## src/sv/assert_macros.svh

```systemverilog
// Assertion macros included by the stack top level.
`ifndef ASSERT_MACROS_SVH
`define ASSERT_MACROS_SVH
`ifndef SYNTHESIS
// Checked on rising clk, suspended while arst_n is low.
`define AST_RST(lbl, prop, msg) \
	lbl: assert property (@(posedge clk) disable iff (!arst_n) prop) else $error(msg);
// Checked on every rising clk, reset included.
`define AST_ANY(lbl, prop, msg) \
	lbl: assert property (@(posedge clk) prop) else $error(msg);
`else
`define AST_RST(lbl, prop, msg)
`define AST_ANY(lbl, prop, msg)
`endif
`endif

```

## src/sv/nms_pkg.sv

```systemverilog
// Types and constants of the medium identifier stack.
package nms_pkg;
	localparam int STACK_DEPTH = 16;
	localparam int ID_BITS     = 16;

	localparam int IDX_W = (STACK_DEPTH > 1) ? $clog2(STACK_DEPTH) : 1;
	localparam int CNT_W = $clog2(STACK_DEPTH + 1);
	// widened views used before masking into the fixed result fields
	localparam int FPW   = (IDX_W > 4) ? IDX_W : 4;
	localparam int DCW   = (CNT_W > 5) ? CNT_W : 5;

	typedef enum logic [1:0] {
		KIND_ENTER  = 2'd0,
		KIND_EXIT   = 2'd1,
		KIND_LOOKUP = 2'd2,
		KIND_CLEAR  = 2'd3
	} kind_t;

	typedef enum logic [1:0] {
		ST_OK        = 2'd0,
		ST_OVERFLOW  = 2'd1,
		ST_UNDERFLOW = 2'd2
	} status_t;

	typedef struct packed {
		logic [1:0]  kind;
		logic [15:0] entry_id;
		logic [3:0]  position;
	} req_word_t;

	typedef struct packed {
		logic       found;
		logic [3:0] found_position;
		logic [4:0] depth_now;
		logic [1:0] status;
	} rsp_word_t;

	// per-cell control from the stack controller
	typedef struct packed {
		logic live;   // cell holds a valid entry
		logic load;   // take the pushed identifier
		logic shift;  // take the entry of the cell above
	} cell_ctl_t;
endpackage

```

## src/sv/nms_if.sv

```systemverilog
// Valid/ready channels carrying request and response words.
interface nms_req_if;
	logic                  valid;
	logic                  ready;
	nms_pkg::req_word_t    data;
	modport source (output valid, output data, input ready);
	modport sink (input valid, input data, output ready);
endinterface

interface nms_rsp_if;
	logic                  valid;
	logic                  ready;
	nms_pkg::rsp_word_t    data;
	modport source (output valid, output data, input ready);
	modport sink (input valid, input data, output ready);
endinterface

```

## src/sv/nested_medium_stack.sv

```systemverilog
// Top level of the medium identifier stack.
//
//  channel | dir | word        | fields
//  --------+-----+-------------+------------------------------------------
//  req     | in  | req_word_t  | kind, entry_id, position
//  rsp     | out | rsp_word_t  | found, found_position, depth_now, status
//
// Every request word is handled in the cycle it is accepted; its response
// word is registered and shows in the next cycle. One word per cycle while
// rsp is taken; the single response register sets that rate.
// Reset empties the stack (count to zero) and drops a pending response.
// A stalled response holds req.ready low until rsp.ready returns.
module nested_medium_stack (
	input  logic          clk,
	input  logic          arst_n,
	nms_req_if.sink       req,
	nms_rsp_if.source     rsp
);
	import nms_pkg::*;

	// stack count and response register
	logic [CNT_W-1:0] cnt_q;
	logic             rv_q;
	rsp_word_t        rsp_q;

	logic accept;
	logic full;
	logic empty;
	logic is_enter;
	logic is_exit;
	logic is_clear;

	// the row of cells, each one below the top wired to its upper neighbor
	cell_ctl_t          ctl    [STACK_DEPTH];
	logic [ID_BITS-1:0] ent    [STACK_DEPTH];
	logic [STACK_DEPTH-1:0] hit;

	logic [ID_BITS-1:0] req_id;
	logic [FPW-1:0]     pos_ext;

	logic             any_hit;
	logic [IDX_W-1:0] hit_idx;
	logic [FPW-1:0]   hit_idx_ext;

	logic [CNT_W-1:0] cnt_next;
	logic [DCW-1:0]   cnt_next_ext;
	rsp_word_t        rsp_d;

	// a new request goes in when the response slot is free or draining
	assign req.ready = !rv_q || rsp.ready;
	assign accept    = req.valid && req.ready;

	assign is_enter  = (req.data.kind == KIND_ENTER);
	assign is_exit   = (req.data.kind == KIND_EXIT);
	assign is_clear  = (req.data.kind == KIND_CLEAR);

	assign full  = (cnt_q == CNT_W'(STACK_DEPTH));
	assign empty = (cnt_q == '0);

	// identifier narrowed (or widened) to the stored width
	assign req_id  = ID_BITS'(req.data.entry_id);
	assign pos_ext = FPW'(req.data.position);

	genvar g;
	generate
		for (g = 0; g < STACK_DEPTH; g++) begin : g_cell
			logic [ID_BITS-1:0] above;

			if (g == STACK_DEPTH - 1) begin : g_top
				// top cell never shifts; nothing above it
				assign above = '0;
			end else begin : g_mid
				assign above = ent[g+1];
			end

			// live: below the count; load: push lands here;
			// shift: at or above the exit position and below the new top
			assign ctl[g].live  = (CNT_W'(g) < cnt_q);
			assign ctl[g].load  = accept && is_enter && (cnt_q == CNT_W'(g));
			assign ctl[g].shift = accept && is_exit &&
				(FPW'(g) >= pos_ext) && (CNT_W'(g + 1) < cnt_q);

			nms_cell u_cell (
				.clk       (clk),
				.ctl       (ctl[g]),
				.push_id   (req_id),
				.above_id  (above),
				.search_id (req_id),
				.entry     (ent[g]),
				.hit       (hit[g])
			);
		end
	endgenerate

	nms_prio u_prio (
		.hit (hit),
		.any (any_hit),
		.idx (hit_idx)
	);

	assign hit_idx_ext = FPW'(hit_idx);

	// next count and the response word
	always_comb begin
		cnt_next = cnt_q;
		rsp_d    = '0;
		case (kind_t'(req.data.kind))
			KIND_ENTER: begin
				if (full) begin
					rsp_d.status = ST_OVERFLOW;
				end else begin
					cnt_next = cnt_q + CNT_W'(1);
				end
			end
			KIND_EXIT: begin
				if (empty) begin
					rsp_d.status = ST_UNDERFLOW;
				end else begin
					cnt_next = cnt_q - CNT_W'(1);
				end
			end
			KIND_LOOKUP: begin
				rsp_d.found          = any_hit;
				rsp_d.found_position = any_hit ? hit_idx_ext[3:0] : 4'd0;
			end
			KIND_CLEAR: begin
				cnt_next = '0;
			end
			default: begin
				cnt_next = cnt_q;
			end
		endcase
		cnt_next_ext    = DCW'(cnt_next);
		rsp_d.depth_now = cnt_next_ext[4:0];
	end

	always_ff @(posedge clk or negedge arst_n) begin
		if (!arst_n) begin
			cnt_q <= '0;
			rv_q  <= 1'b0;
		end else begin
			if (accept) begin
				cnt_q <= cnt_next;
				rv_q  <= 1'b1;
			end else if (rsp.ready) begin
				rv_q  <= 1'b0;
			end
		end
	end

	// response payload needs no reset
	always_ff @(posedge clk) begin
		if (accept) begin
			rsp_q <= rsp_d;
		end
	end

	assign rsp.valid = rv_q;
	assign rsp.data  = rsp_q;

`include "assert_macros.svh"

	`AST_RST(a_cnt_bound, (cnt_q <= CNT_W'(STACK_DEPTH)), "stack count beyond depth")
	`AST_RST(a_found_ok, (rsp.valid && rsp.data.found) |-> (rsp.data.status == ST_OK), "found with bad status")
	`AST_RST(a_overflow, (accept && is_enter && full) |=> (rsp.data.status == ST_OVERFLOW), "missed overflow")
	`AST_RST(a_clear, (accept && is_clear) |=> (cnt_q == '0), "clear left entries")
endmodule

```

## src/sv/nms_cell.sv

```systemverilog
// One stack cell: holds an entry, loads, shifts down, compares.
module nms_cell (
	input  logic                         clk,
	input  nms_pkg::cell_ctl_t           ctl,
	input  logic [nms_pkg::ID_BITS-1:0]  push_id,
	input  logic [nms_pkg::ID_BITS-1:0]  above_id,
	input  logic [nms_pkg::ID_BITS-1:0]  search_id,
	output logic [nms_pkg::ID_BITS-1:0]  entry,
	output logic                         hit
);
	import nms_pkg::*;

	logic [ID_BITS-1:0] entry_q;

	always_ff @(posedge clk) begin
		if (ctl.load) begin
			entry_q <= push_id;
		end else if (ctl.shift) begin
			entry_q <= above_id;
		end
	end

	assign entry = entry_q;
	assign hit   = ctl.live && (entry_q == search_id);
endmodule

```

## src/sv/nms_prio.sv

```systemverilog
// Lowest-index priority encoder over the cell match lines.
module nms_prio (
	input  logic [nms_pkg::STACK_DEPTH-1:0] hit,
	output logic                            any,
	output logic [nms_pkg::IDX_W-1:0]       idx
);
	import nms_pkg::*;

	always_comb begin
		idx = '0;
		for (int i = STACK_DEPTH - 1; i >= 0; i--) begin
			if (hit[i]) begin
				idx = IDX_W'(i);
			end
		end
	end

	assign any = |hit;
endmodule
```

## src/flat_wrapper.sv

```systemverilog
// flat-port wrapper written by rule: the top's interface ports become plain ports
module nested_medium_stack_flat import nms_pkg::*;
  (clk, arst_n, req_valid, req_data, req_ready, rsp_valid, rsp_data, rsp_ready);
  nms_req_if req_i ();
  nms_rsp_if rsp_i ();
  input  logic clk;
  input  logic arst_n;
  input wire logic [$bits(req_i.valid)-1:0] req_valid;
  input wire logic [$bits(req_i.data)-1:0] req_data;
  output wire logic [$bits(req_i.ready)-1:0] req_ready;
  output wire logic [$bits(rsp_i.valid)-1:0] rsp_valid;
  output wire logic [$bits(rsp_i.data)-1:0] rsp_data;
  input wire logic [$bits(rsp_i.ready)-1:0] rsp_ready;
  assign req_i.valid = req_valid;
  assign req_i.data = req_data;
  assign req_ready = req_i.ready;
  assign rsp_valid = rsp_i.valid;
  assign rsp_data = rsp_i.data;
  assign rsp_i.ready = rsp_ready;
  nested_medium_stack u_core (.clk(clk), .arst_n(arst_n), .req(req_i), .rsp(rsp_i));
endmodule
```

## config.mk

```make
export PLATFORM = sky130hd
export DESIGN_NAME = nested_medium_stack_flat
export DESIGN_NICKNAME = d
export VERILOG_FILES = /design/src/sv/nms_pkg.sv /design/src/sv/nms_if.sv /design/src/sv/nested_medium_stack.sv /design/src/sv/nms_cell.sv /design/src/sv/nms_prio.sv /design/src/flat_wrapper.sv
export VERILOG_INCLUDE_DIRS = /design/src /design/src/sv
export SDC_FILE = /design/constraint.sdc
export NUM_CORES = 1
export LEC_CHECK = 0
export ABC_AREA = 1
export BUFFER_PORTS_ARGS = -buffer_cell sky130_fd_sc_hd__buf_2
export CAP_MARGIN = 0
export CORE_ASPECT_RATIO = 1.4
export CORE_MARGIN = 4
export CORE_UTILIZATION = 45
export CTS_BUF_LIST = sky130_fd_sc_hd__clkbuf_8
export CTS_CLUSTER_SIZE = 20
export DETAILED_ROUTE_END_ITERATION = 7
export PLACE_DENSITY = 0.6
export SLEW_MARGIN = 20
export SYNTH_ARGS = -nofsm -noshare
export SYNTH_HDL_FRONTEND = slang
export SYNTH_SLANG_ARGS = --single-unit
```

## constraint.sdc

```tcl
create_clock -name clk -period 2.68 [get_ports clk]
set_input_delay 0.402 -clock clk [delete_from_list [all_inputs] [get_ports clk]]
set_output_delay 0.402 -clock clk [all_outputs]
set_load 0.03 [all_outputs]
```

-- Yosys cells after proc, flatten, opt, wreduce, memory -nomap -nowiden
Cells that the tools add are included.
- register bits after elaboration: 274
- bits of input ports: 26
- output and inout bits: 14
- add/sub/neg operators: 2
- $lt $le $gt $ge: 33
- eq/ne operators: 35
- muxes and demuxes: 55
- bitwise gates (word level): 2
- reductions and logical operators: 93
- operator list (kind ; count):
    $mux 16 ; 32
    $eq 16x16->1 ; 16
    $logic_and 1x1->1 ; 67
    $eq 5x4->1 const B ; 8
    $lt 4x5->1 const A ; 8
    $reduce_bool 2->1 ; 17
    $ge 4x4->1 const A ; 8
    $mux 4 ; 8
    $eq 5x3->1 const B ; 4
    $lt 3x5->1 const A ; 4
    $ge 3x4->1 const A ; 4
    $reduce_or 16->1 ; 1
    $pmux 5 s3 ; 1
    $mux 3 ; 4
    $eq 5x2->1 const B ; 2
    $lt 1x5->1 const A ; 2
    $lt 2x5->1 const A ; 2
    $mux 5 ; 2
    $reduce_or 10->1 ; 1
    $ge 1x4->1 const A ; 2
    $ge 2x4->1 const A ; 2
    $mux 2 ; 3
    $reduce_or 6->1 ; 1
    $add 5x1->5 const B ; 1
    15 further kinds ; 20

-- Depth between registers and ports, before layout
Gate-level depths: netlist of run 1.
- word-level depth: 17
- gate-level depth with buffers: 23

-- By module
A second synthesis of run 1 with hierarchy kept.
- cells, all modules: 2473
- area total of the unflattened synthesis: 17450.5 µm²
- modules (own cells, without submodules) (module ; instances ; cells each ; area an instance (µm²) ; seq. area each (µm²)):
    nms_cell ; 16 ; 138 ; 984.7 ; 480.5
    nested_medium_stack ; 1 ; 216 ; 1486.4 ; 510.5
    nms_prio ; 1 ; 49 ; 209.0 ; 0.0

-- Worst setup path before layout of run 1
No wires, ideal clock.
- path type: reg-to-reg
- start point: reg u_core.rv_q (netlist: u_core.rsp.valid)
- end point: reg u_core.g_cell[1].u_cell.entry_q[0], enable pin
- library setup time: 0.415 ns
- data arrival time: 2.921 ns
- slack: -0.655 ns
- stages on the path, launching flop included: 8
- buffers on the path: 0
- clock period less this slack: 3.335 ns
- path through: dfrtp_1 -> nand2_1 -> nand2_1 -> nor2_1 -> nand2_1 -> nor2_1 -> inv_1 -> o31ai_1
- word-level cells in the longest chain between the ends: 7
- ends and longest elaborated chain (item ; RTL line ; text):
    start, declared ; nested_medium_stack.sv:23 ; logic rv_q;
    start signal, assigned ; nested_medium_stack.sv:140 ; rv_q <= 1'b0;
    start signal, assigned ; nested_medium_stack.sv:144 ; rv_q <= 1'b1;
    start signal, assigned ; nested_medium_stack.sv:146 ; rv_q <= 1'b0;
    $logic_not 1->1 (*) ; nested_medium_stack.sv:50 ; assign req.ready = !rv_q || rsp.ready;
    $logic_or 1x1->1 (*) ; nested_medium_stack.sv:50 ;
    via req_ready ; flat_wrapper.sv:10 ; output wire logic [$bits(req_i.ready)-1:0] req_ready;
    $logic_and 1x1->1 (*) ; nested_medium_stack.sv:51 ; assign accept = req.valid && req.ready;
    $logic_and 1x1->1 (2 in a row) ; nested_medium_stack.sv:80 ; assign ctl[g].shift = accept && is_exit &&
    $logic_and 1x1->1 ; nested_medium_stack.sv:81 ; (FPW'(g) >= pos_ext) && (CNT_W'(g + 1) < cnt_q);
    $reduce_bool 2->1 (no line) (*) ; - ;
    end signal, assigned ; nms_cell.sv:17 ; entry_q <= push_id;
    end signal, assigned ; nms_cell.sv:19 ; entry_q <= above_id;
    end, declared ; nms_cell.sv:13 ; logic [ID_BITS-1:0] entry_q;
The timed path passes the listed nets; every way through them passes the cells marked *.
A chain may end at the register's enable or synchronous reset.

-- Worst setup path after layout of run 1
- start point: reg u_core.cnt_q[3]
- end point: reg u_core.rsp_q, in the netlist u_core.rsp.data[7] (data pin)
- word-level cells in the longest chain between the ends: 17
- ends and longest elaborated chain (item ; RTL line ; text):
    start, declared ; nested_medium_stack.sv:22 ; logic [CNT_W-1:0] cnt_q;
    start signal, assigned ; nested_medium_stack.sv:143 ; cnt_q <= cnt_next;
    $lt 4x5->1 ; nested_medium_stack.sv:78 ; assign ctl[g].live = (CNT_W'(g) < cnt_q);
    $logic_and 1x1->1 ; nms_cell.sv:24 ; assign hit = ctl.live && (entry_q == search_id);
    $mux 4 (8 in a row) ; nms_prio.sv:12 ; if (hit[i]) begin
    $mux 3 (4 in a row) ; nms_prio.sv:12 ;
    $mux 2 (2 in a row) ; nms_prio.sv:12 ;
    $mux 1 ; nms_prio.sv:12 ;
    end signal, assigned ; nested_medium_stack.sv:154 ; rsp_q <= rsp_d;
    end, declared ; nested_medium_stack.sv:24 ; rsp_word_t rsp_q;
Parallel ways exist; a longest one is shown, timed or not.

==> metrics, run 1 <==
post-route antenna net violation count=0; drt drc=0; Fin. Hold Viols=0; final setup fails=0; Core Footprint=34100 um^2; DR pass1 iterations=7; XOR/XNOR share of the synthesized area=8.54%; Worst Reg-to-Reg Cells=20; die height=about 230 um; io pins=40; worst hold start=rsp_ready; crit path kind=register to register; Slew Viols, Final=0; WL per Instance=24.7 um; final WL=57.3 mm; RePlAce Congestion=0.997; Fin Hold WS=0.0564 ns; Pwr Density=~650 nW/um^2; RR Endpoint=u_core.rsp.data[7]; Reg area=8200 um^2; die width=around 170 um; final instance area=~18000 um^2; most frequent cells in the layout=nand2_1 (472), edfxtp_1 (268), o21ai_0 (264); clock sinks=between 200 and 300; Worst Tran Pin Value=about 0.74 ns; leak pwr=0.00740 uW; RSZ-0062 raised after global routing=false; CP max stage cell=dfrtp_2; startpoint types=register; via count=between 10000 and 15000; Cell Area, Placed=~17000 um^2; Post-synth EDFFs=around 270; Post CTS Setup Buffer Count=0; reg2reg start=u_core.cnt_q[3]; initial antenna violation count=3; slowest stage delay, CP=around 0.48 ns; setup slack, reg-to-reg=roughly 0.17 ns; hold endpoint=u_core.rsp.valid; final layout net count=between 1500 and 2000; area grow syn2layout=15.2%; status=complete, no violations; PortBufs=39; crit path buf inv count=2; Synth Instances=around 1700; CTS Buf Count=45; largest net degree at the start of global routing=34; total negative slack=0 ns; commonest non-fill, non-tap cell in the layout=nand2_1; VDD IR max=462 uV; Initial Util=45.6%; GR Util All Layers=around 30%; Main synth FF type=edfxtp_1; Power Total=about 12000 uW; CP Data Required Time=between 3 and 4 ns; Die Area=about 38000 um^2; mux share of post-synthesis cell area=0%; Final Critical Period=about 2.5 ns; first-iteration detailed-routing DRC count=between 1000 and 1500; first-pass GRT wire length=between 80 and 90 mm; CP max FO=7; Setup Skew=0.0479 ns; CP arrival=2.85 ns; multi-input logic area=~6400 um^2; Row Count=80; clock latency on the worst-skew pair=around 0.63 ns; Yosys warning count=0; largest family of logic cells by synthesized area=simple AND/OR/NAND/NOR gates; worst-case clock buffer depth=3; #FFs+latches synth=between 200 and 300; Synth Area in Simple Gates=20.4%; CTS tree=built; syn_nets=1750; vias in the first global route=roughly 13000; Synth async-reset ratio=under 10%; fillcell total=3255; WHS Path Cells=4; mapped cell area=around 16000 um^2; max-cap violations=0; H-tree Lvls=2; Peak Freq=~400 MHz; clk root buf=clkbuf_8; layout cells sized above 1=roughly 17%; CTS clock-pin slew for the worst setup and hold paths=about 0.07 ns; Hold/Removal Path Class=input pin to register; Crit. End Element=register; HPWL after DPL=about 42 mm; crit-path leading delay family=simple AND/OR/NAND/NOR gates; Compound-Gate Fraction of Synth Area=between 10% and 20%; sequential fraction of the synthesis area=between 50% and 60%; Slew headroom=50.4%; Mapped Avg Cell Area=between 9 and 10 um^2; CP Cell Sequence=nand2_2 > clkinv_2 > nand2_1 > inv_2 > nand2_1 > nand2_1 > nor2_1 > nand3b_1 > nand2_1 > nand2_1 > nand2_1 > nand2_1 > nand2_1 > nand2_1 > nand2_1 > nand2_1 > nand2_1 > nand2_1 > nand2_1 > a21oi_2; synthesized-area fraction occupied by adder cells=0.402%; fin crit share=93.8%; Vias/cell=5.73; Most Frequent Cell on Critical Path=nand2_1; grt total ovfl=0; synth unique cells=between 40 and 50
flip-flops by register name (all words and copies together) (netlist names):
name / flops
u_core.rsp.data: 12
u_core.g_cell.u_cell.entry: 256
u_core.cnt_q: 5
u_core.rsp.valid: 1
metal layers:
| layer | vias up | share of wire [%] | global-route usage, % |
|---|---|---|---|
| met1 | 6363 | 37 | 36.7 |
| li1 | 6114 | - | - |
| met2 | 641 | 48 | 49.8 |
| met4 | 4 | 7.9 | 19.7 |
| met3 | 202 | 6.9 | 4.60 |
| met5 | - | 0.056 | 0 |
power by group:
part | internal [uW] | switching [uW] | leakage [uW] | total [uW]
Combinational | 889 | 1760 | 0.00442 | 2650
Clock | 1960 | 1810 | 0.000510 | 3770
Sequential | 4960 | 198 | 0.00247 | 5160
cells in the mapped netlist, types with 2 or more instances:
| master | number | area (um^2) |
|---|---|---|
| o221ai_1 | 3 | 26.3 |
| nand2_2 | 3 | 18.8 |
| clkbuf_1 | 64 | 240 |
| o21ai_1 | 6 | 30.0 |
| o22ai_1 | 19 | 119 |
| a21oi_1 | 7 | 35.0 |
| nor4_2 | 3 | 37.5 |
| xnor2_1 | 82 | 718 |
| inv_2 | 24 | 90.1 |
| nand3_1 | 40 | 200 |
| nand4_1 | 41 | 257 |
| nor4_1 | 24 | 150 |
| and3_1 | 2 | 12.5 |
| nand2_1 | 472 | 1770 |
| xor2_1 | 68 | 596 |
| nand3b_1 | 4 | 30.0 |
| a22o_1 | 4 | 35.0 |
| o2111ai_1 | 5 | 43.8 |
| o211ai_1 | 6 | 45.0 |
| or2_0 | 2 | 12.5 |
| dfrtp_1 | 6 | 150 |
| nor4b_1 | 3 | 26.3 |
| buf_4 | 12 | 90.1 |
| buf_6 | 17 | 191 |
| o21ai_0 | 270 | 1350 |
| a21oi_2 | 2 | 17.5 |
| nor2_2 | 4 | 25.0 |
| nor2_1 | 96 | 360 |
| o21ai_2 | 2 | 17.5 |
| buf_2 | 19 | 95.1 |
| ha_1 | 5 | 62.6 |
| or2_2 | 27 | 169 |
| nor3_1 | 17 | 85.1 |
| inv_1 | 79 | 297 |
| edfxtp_1 | 268 | 8050 |
cell type report:
type                    count  share of cell area [%]
diodes                      1                  0.0139
clock buffers              48                    3.68
clock inverters            35                    1.30
inverters                 104                    2.18
multi-input cells        1229                    35.6
flip-flops and latches    274                    45.7
well taps                 451                    3.14
repair buffers            183                    8.38
worst register-to-register path, delay by kind of cell (launching register included):
family	cells	cell delay (ns)
buffers and inverters	2	0.19
AOI/OAI and AO/OA	1	0.05
and+or+nand+nor	17	1.54
DFF	1	0.48
logic make-up (layout without fill, tap and decap cells):
kind of cell,Yosys count,in the layout
AOI/OAI and AO/OA,332,332
buffers and inverters,216,370
and+or+nand+nor,741,741
DFF,274,274
xor gates and xnor gates,151,151
other,0,1
adders and majority gates,5,5
worst max-delay path by stage:
stage,end,cells after the start,slack (ns),startpoint
detailed placement,u_core.rsp.data[8],16,-0.09,req_data[14]
global placement,u_core.rsp.data[7],16,-0.13,req_data[14]
global route,u_core.rsp.data[7],22,0.01,u_core.g_cell[15].u_cell.entry[5]
finish,u_core.rsp.data[7],20,0.17,u_core.cnt_q[3]
floorplan,u_core.g_cell[13].u_cell.entry[0],5,0.06,u_core.rsp.valid
CTS,u_core.rsp.data[8],16,0.14,u_core.cnt_q[4]
per-stage QoR:
stage | instances | util [%] | setup WS, ns
final | 2325 | 52.6 | 0.167
after global routing | 2324 | 52.6 | 0.00967
after CTS | 2324 | 52.5 | 0.144
after detailed placement | 2240 | 49.9 | -0.0868
after global placement | 2240 | 49.9 | -0.126
after floorplan | 1719 | - | 0.0603
what timing repair did:
| item | 4_1_cts | 5_1_grt |
|---|---|---|
| resized for setup | 0 | 2 |
| hold endpoints to repair | 6 | 0 |
| hold buffers | 1 | 0 |
| endpoints found under the setup margin | 0 | 2 |
No activity file was read; power rests on OpenSTA's default activity.
==> run 2: changes to the inputs <==
--- a/config.mk
+++ b/config.mk
@@ -6,16 +6,16 @@
 export SDC_FILE = /design/constraint.sdc
 export NUM_CORES = 1
 export LEC_CHECK = 0
-export ABC_AREA = 1
+export ABC_AREA = 0
 export BUFFER_PORTS_ARGS = -buffer_cell sky130_fd_sc_hd__buf_2
 export CAP_MARGIN = 0
 export CORE_ASPECT_RATIO = 1.4
 export CORE_MARGIN = 4
-export CORE_UTILIZATION = 45
+export CORE_UTILIZATION = 55
 export CTS_BUF_LIST = sky130_fd_sc_hd__clkbuf_8
 export CTS_CLUSTER_SIZE = 20
 export DETAILED_ROUTE_END_ITERATION = 7
-export PLACE_DENSITY = 0.6
+export PLACE_DENSITY = 0.71
 export SLEW_MARGIN = 20
 export SYNTH_ARGS = -nofsm -noshare
 export SYNTH_HDL_FRONTEND = slang
==> run 2 against run 1 <==
Net effect:
- total power decreased by 7.6%
- sequential share of layout area increased by 0.35 points
- routed wire length decreased by 27%
- setup slack got worse by 0.096 ns
- via count decreased by 24%
- worst hold slack got worse by 0.015 ns
- largest power group unchanged
==> metrics, run 2 <==
Synth Instances=1193 (-31%); fin crit share=97.4% (+3.6 points); CP Data Required Time=2.99 ns (-0.03 ns); final layout net count=1326 (-29%); met3 usage=3.88% (-0.73 points); RePlAce Congestion=0.991 (-0.68%); Crit. End Element=register; global routing met2 resource utilization=47.0% (-2.9 points); Post-synth EDFFs=268 (unchanged); Main synth FF type=edfxtp_1; initial antenna violation count=4 (+1); Yosys top cell by area=edfxtp_1; Yosys warning count=0 (unchanged); mapped cell area=15700 um^2 (+1.1%); most frequent cells in the layout=edfxtp_1 (268), mux2_2 (243), xor2_1 (131); Vias/cell=5.94 (+3.7%); commonest non-fill, non-tap cell in the layout=edfxtp_1; largest cells by area after synthesis=edfxtp_1 (51%), mux2_2 (17%), xor2_1 (7.3%); layout cells sized above 1=36.3% (+19 points); Pint=7570 uW (-3.2%); Synth top cells by count=edfxtp_1 (268), mux2_2 (243), xor2_1 (131); Hold/Removal Path Class=input pin to register; CP max FO=17 (+10); Fin. Hold Viols=0 (unchanged); hold endpoint=u_core.rsp.valid; RSZ-0062 raised after global routing=false; Post-Place Worst Slack=-0.0944 ns (-0.00754 ns); Worst Tran Pin Value=0.993 ns (+0.256 ns); Setup Skew=0.0266 ns (-0.0213 ns); GR peak layer=met2; final WL=42.1 mm (-27%); Peak Freq=383 MHz (-3.7%); HPWL after DPL=30.8 mm (-28%); H-tree Lvls=2 (unchanged); Sw Ratio=29.3% (-3.3 points); WL per Instance=24.8 um (+0.48%); CP arrival=2.92 ns (+0.07 ns); Row Count=73 (-8.8%); Core Footprint=28300 um^2 (-17%); switching power of the nets=3140 uW (-17%); met1 GRT Util=33.4% (-3.3 points); Slew headroom=33.8% (-17 points); Worst Reg-to-Reg Cells=9 (-55%); Slew Viols, Final=0 (unchanged); Final Critical Period=2.61 ns (+0.0965 ns); die height=208 um (-8.7%); syn_nets=1224 (-30%); VDD IR max=325 uV (-30%); max-cap violations=0 (unchanged); clock latency on the worst-skew pair=0.58 ns (-0.05 ns); clk root buf=clkbuf_8; crit path kind=register to register; setup slack, reg-to-reg=0.07 ns (-0.10 ns); Reg power frac=47.0% (+2.4 points); fillcell total=2256 (-31%); Power Total=10700 uW (-7.6%); cell with the most instances after synthesis=edfxtp_1; via count=10100 (-24%); post-route antenna net violation count=0 (unchanged); Synth top area share=51.1% (-0.57 points); GR Util All Layers=26.8% (-3.5 points); area grow syn2layout=13.1%; worst-case clock buffer depth=3 (unchanged); Die Area=31400 um^2 (-17%); first-pass GRT wire length=63.3 mm (-24%); io pins=40 (unchanged); largest net degree at the start of global routing=32 (-5.9%); clock sinks=274 (unchanged); reg2reg start=u_core.cnt_q[2]; final worst slack=0.0707 ns (-0.0965 ns); leak pwr=0.00617 uW (-17%); sequential fraction of the synthesis area=52.1% (-0.59 points); CTS tree=built; grt total ovfl=0 (unchanged); synth unique cells=57 (+19%); Final Util=62.9% (+10 points); status=complete, no violations; Largest register FFs=256 (unchanged); CTS clock-pin slew for the worst setup and hold paths=0.06 ns (about the same); Post CTS Setup Buffer Count=0 (unchanged); PortBufs=39 (unchanged); Synth async-reset ratio=2.19% (unchanged); first-iteration detailed-routing DRC count=724 (-44%); final setup fails=0 (unchanged); Mapped Avg Cell Area=13.2 um^2 (+46%); Initial Util=55.6% (+10 points); clock network fraction of total power=32.1% (-0.4 points); drt drc=0 (unchanged); worst hold start=req_valid; #FFs+latches synth=274 (unchanged); RR Endpoint=u_core.rsp.data[7]; Pwr Density=601 nW/um^2 (-6.9%); vias in the first global route=10400 (-22%); WHS Path Cells=2 (-2); DR pass1 iterations=5 (-2); CTS Buf Count=44 (-2.2%); die width=151 um (-8.6%); Comb power frac=20.9% (-2.0 points); startpoint types=register
-- run 2: cell types whose count changed after synthesis, sizes merged, moves of 14 or more --
cell,change
nand2,-439
mux2,+244
buf,+23
nor2,-65
o21ai,-265
nor4,+20
or2,-25
and2,+21
inv,-98
xnor2,+43
xor2,+63
o22ai,-14
clkbuf,-38
-- run 2: area by class of cell --
type | count | area [um^2] | area share [%]
Multi-Input combinational cell | 817 | 6990 | 39.3
Timing Repair Buffer | 153 | 1330 | 7.46
Sequential cell | 274 | 8200 | 46.0
Tap cell | 375 | 469 | 2.63
Antenna cell | 1 | 2.50 | 0.0141
Inverter | 5 | 18.8 | 0.105
Clock buffer | 46 | 633 | 3.56
Clock inverter | 29 | 165 | 0.927
-- run 2: power by group through the flow --
stage / registers (uW) / clock network [uW] / logic [uW]
6_report: 5030 / 3440 / 2240
5_1_grt: 5040 / 3690 / 2370
4_1_cts: 5020 / 3500 / 2210
3_5_place_dp: 5110 / 0 / 2190
3_3_place_gp: 5110 / 0 / 2180
2_1_floorplan: 5110 / 0 / 1280
-- run 2: worst max-delay path by stage --
stage / to / start / slack (ns) / cells after the start
after floorplan: u_core.g_cell[11].u_cell.entry[0] / u_core.rsp.valid / 0.04 / 8
after global placement: u_core.rsp.data[7] / req_data[19] / -0.11 / 10
after detailed placement: u_core.rsp.data[7] / req_data[19] / -0.09 / 10
after CTS: u_core.rsp.data[8] / u_core.cnt_q[3] / 0.05 / 10
after global routing: u_core.rsp.data[7] / u_core.cnt_q[3] / 0.02 / 10
final: u_core.rsp.data[7] / u_core.cnt_q[2] / 0.07 / 9
-- run 2: logic make-up after synthesis --
group	share of synthesized area, %
flops	52.1
xor+xnor	14.3
simple gates	9.36
mux	17.4
buf+inv	4.04
compound gates	2.40
fa+ha+maj	0.397
-- run 2: worst max-delay path: stages (launching register included) --
cell	delay, ns
dfrtp_1	0.42
buf_12	0.17
or3_1	0.43
a21oi_1	0.18
buf_4	0.16
nor3_1	0.05
nand3_1	0.17
nand3_1	0.23
nor4_4	0.43
a2111oi_2	0.09
-- run 2: routing by layer --
metal	part of all wire [%]	vias up
met5	0.11	-
met4	3.8	6
met3	4.5	93
met2	52	315
met1	40	5112
li1	-	4580
-- run 2: what timing repair did --
action	4_1_cts	5_1_grt
endpoints found under the setup margin	1	3
resized for setup	1	4
hold buffers	1	0
endpoints found under the hold margin	6	0
-- run 2: stage by stage --
step                      hold WS (ns)  setup TNS, ns  cells  cell area [um^2]
after floorplan                  0.106              0   1193             15800
after global placement           0.234         -0.281   1623             17000
after detailed placement         0.235          -1.62   1623             17000
after CTS                      0.00955              0   1699             17800
after global routing            0.0413              0   1699             17800
final                           0.0412              0   1700             17800
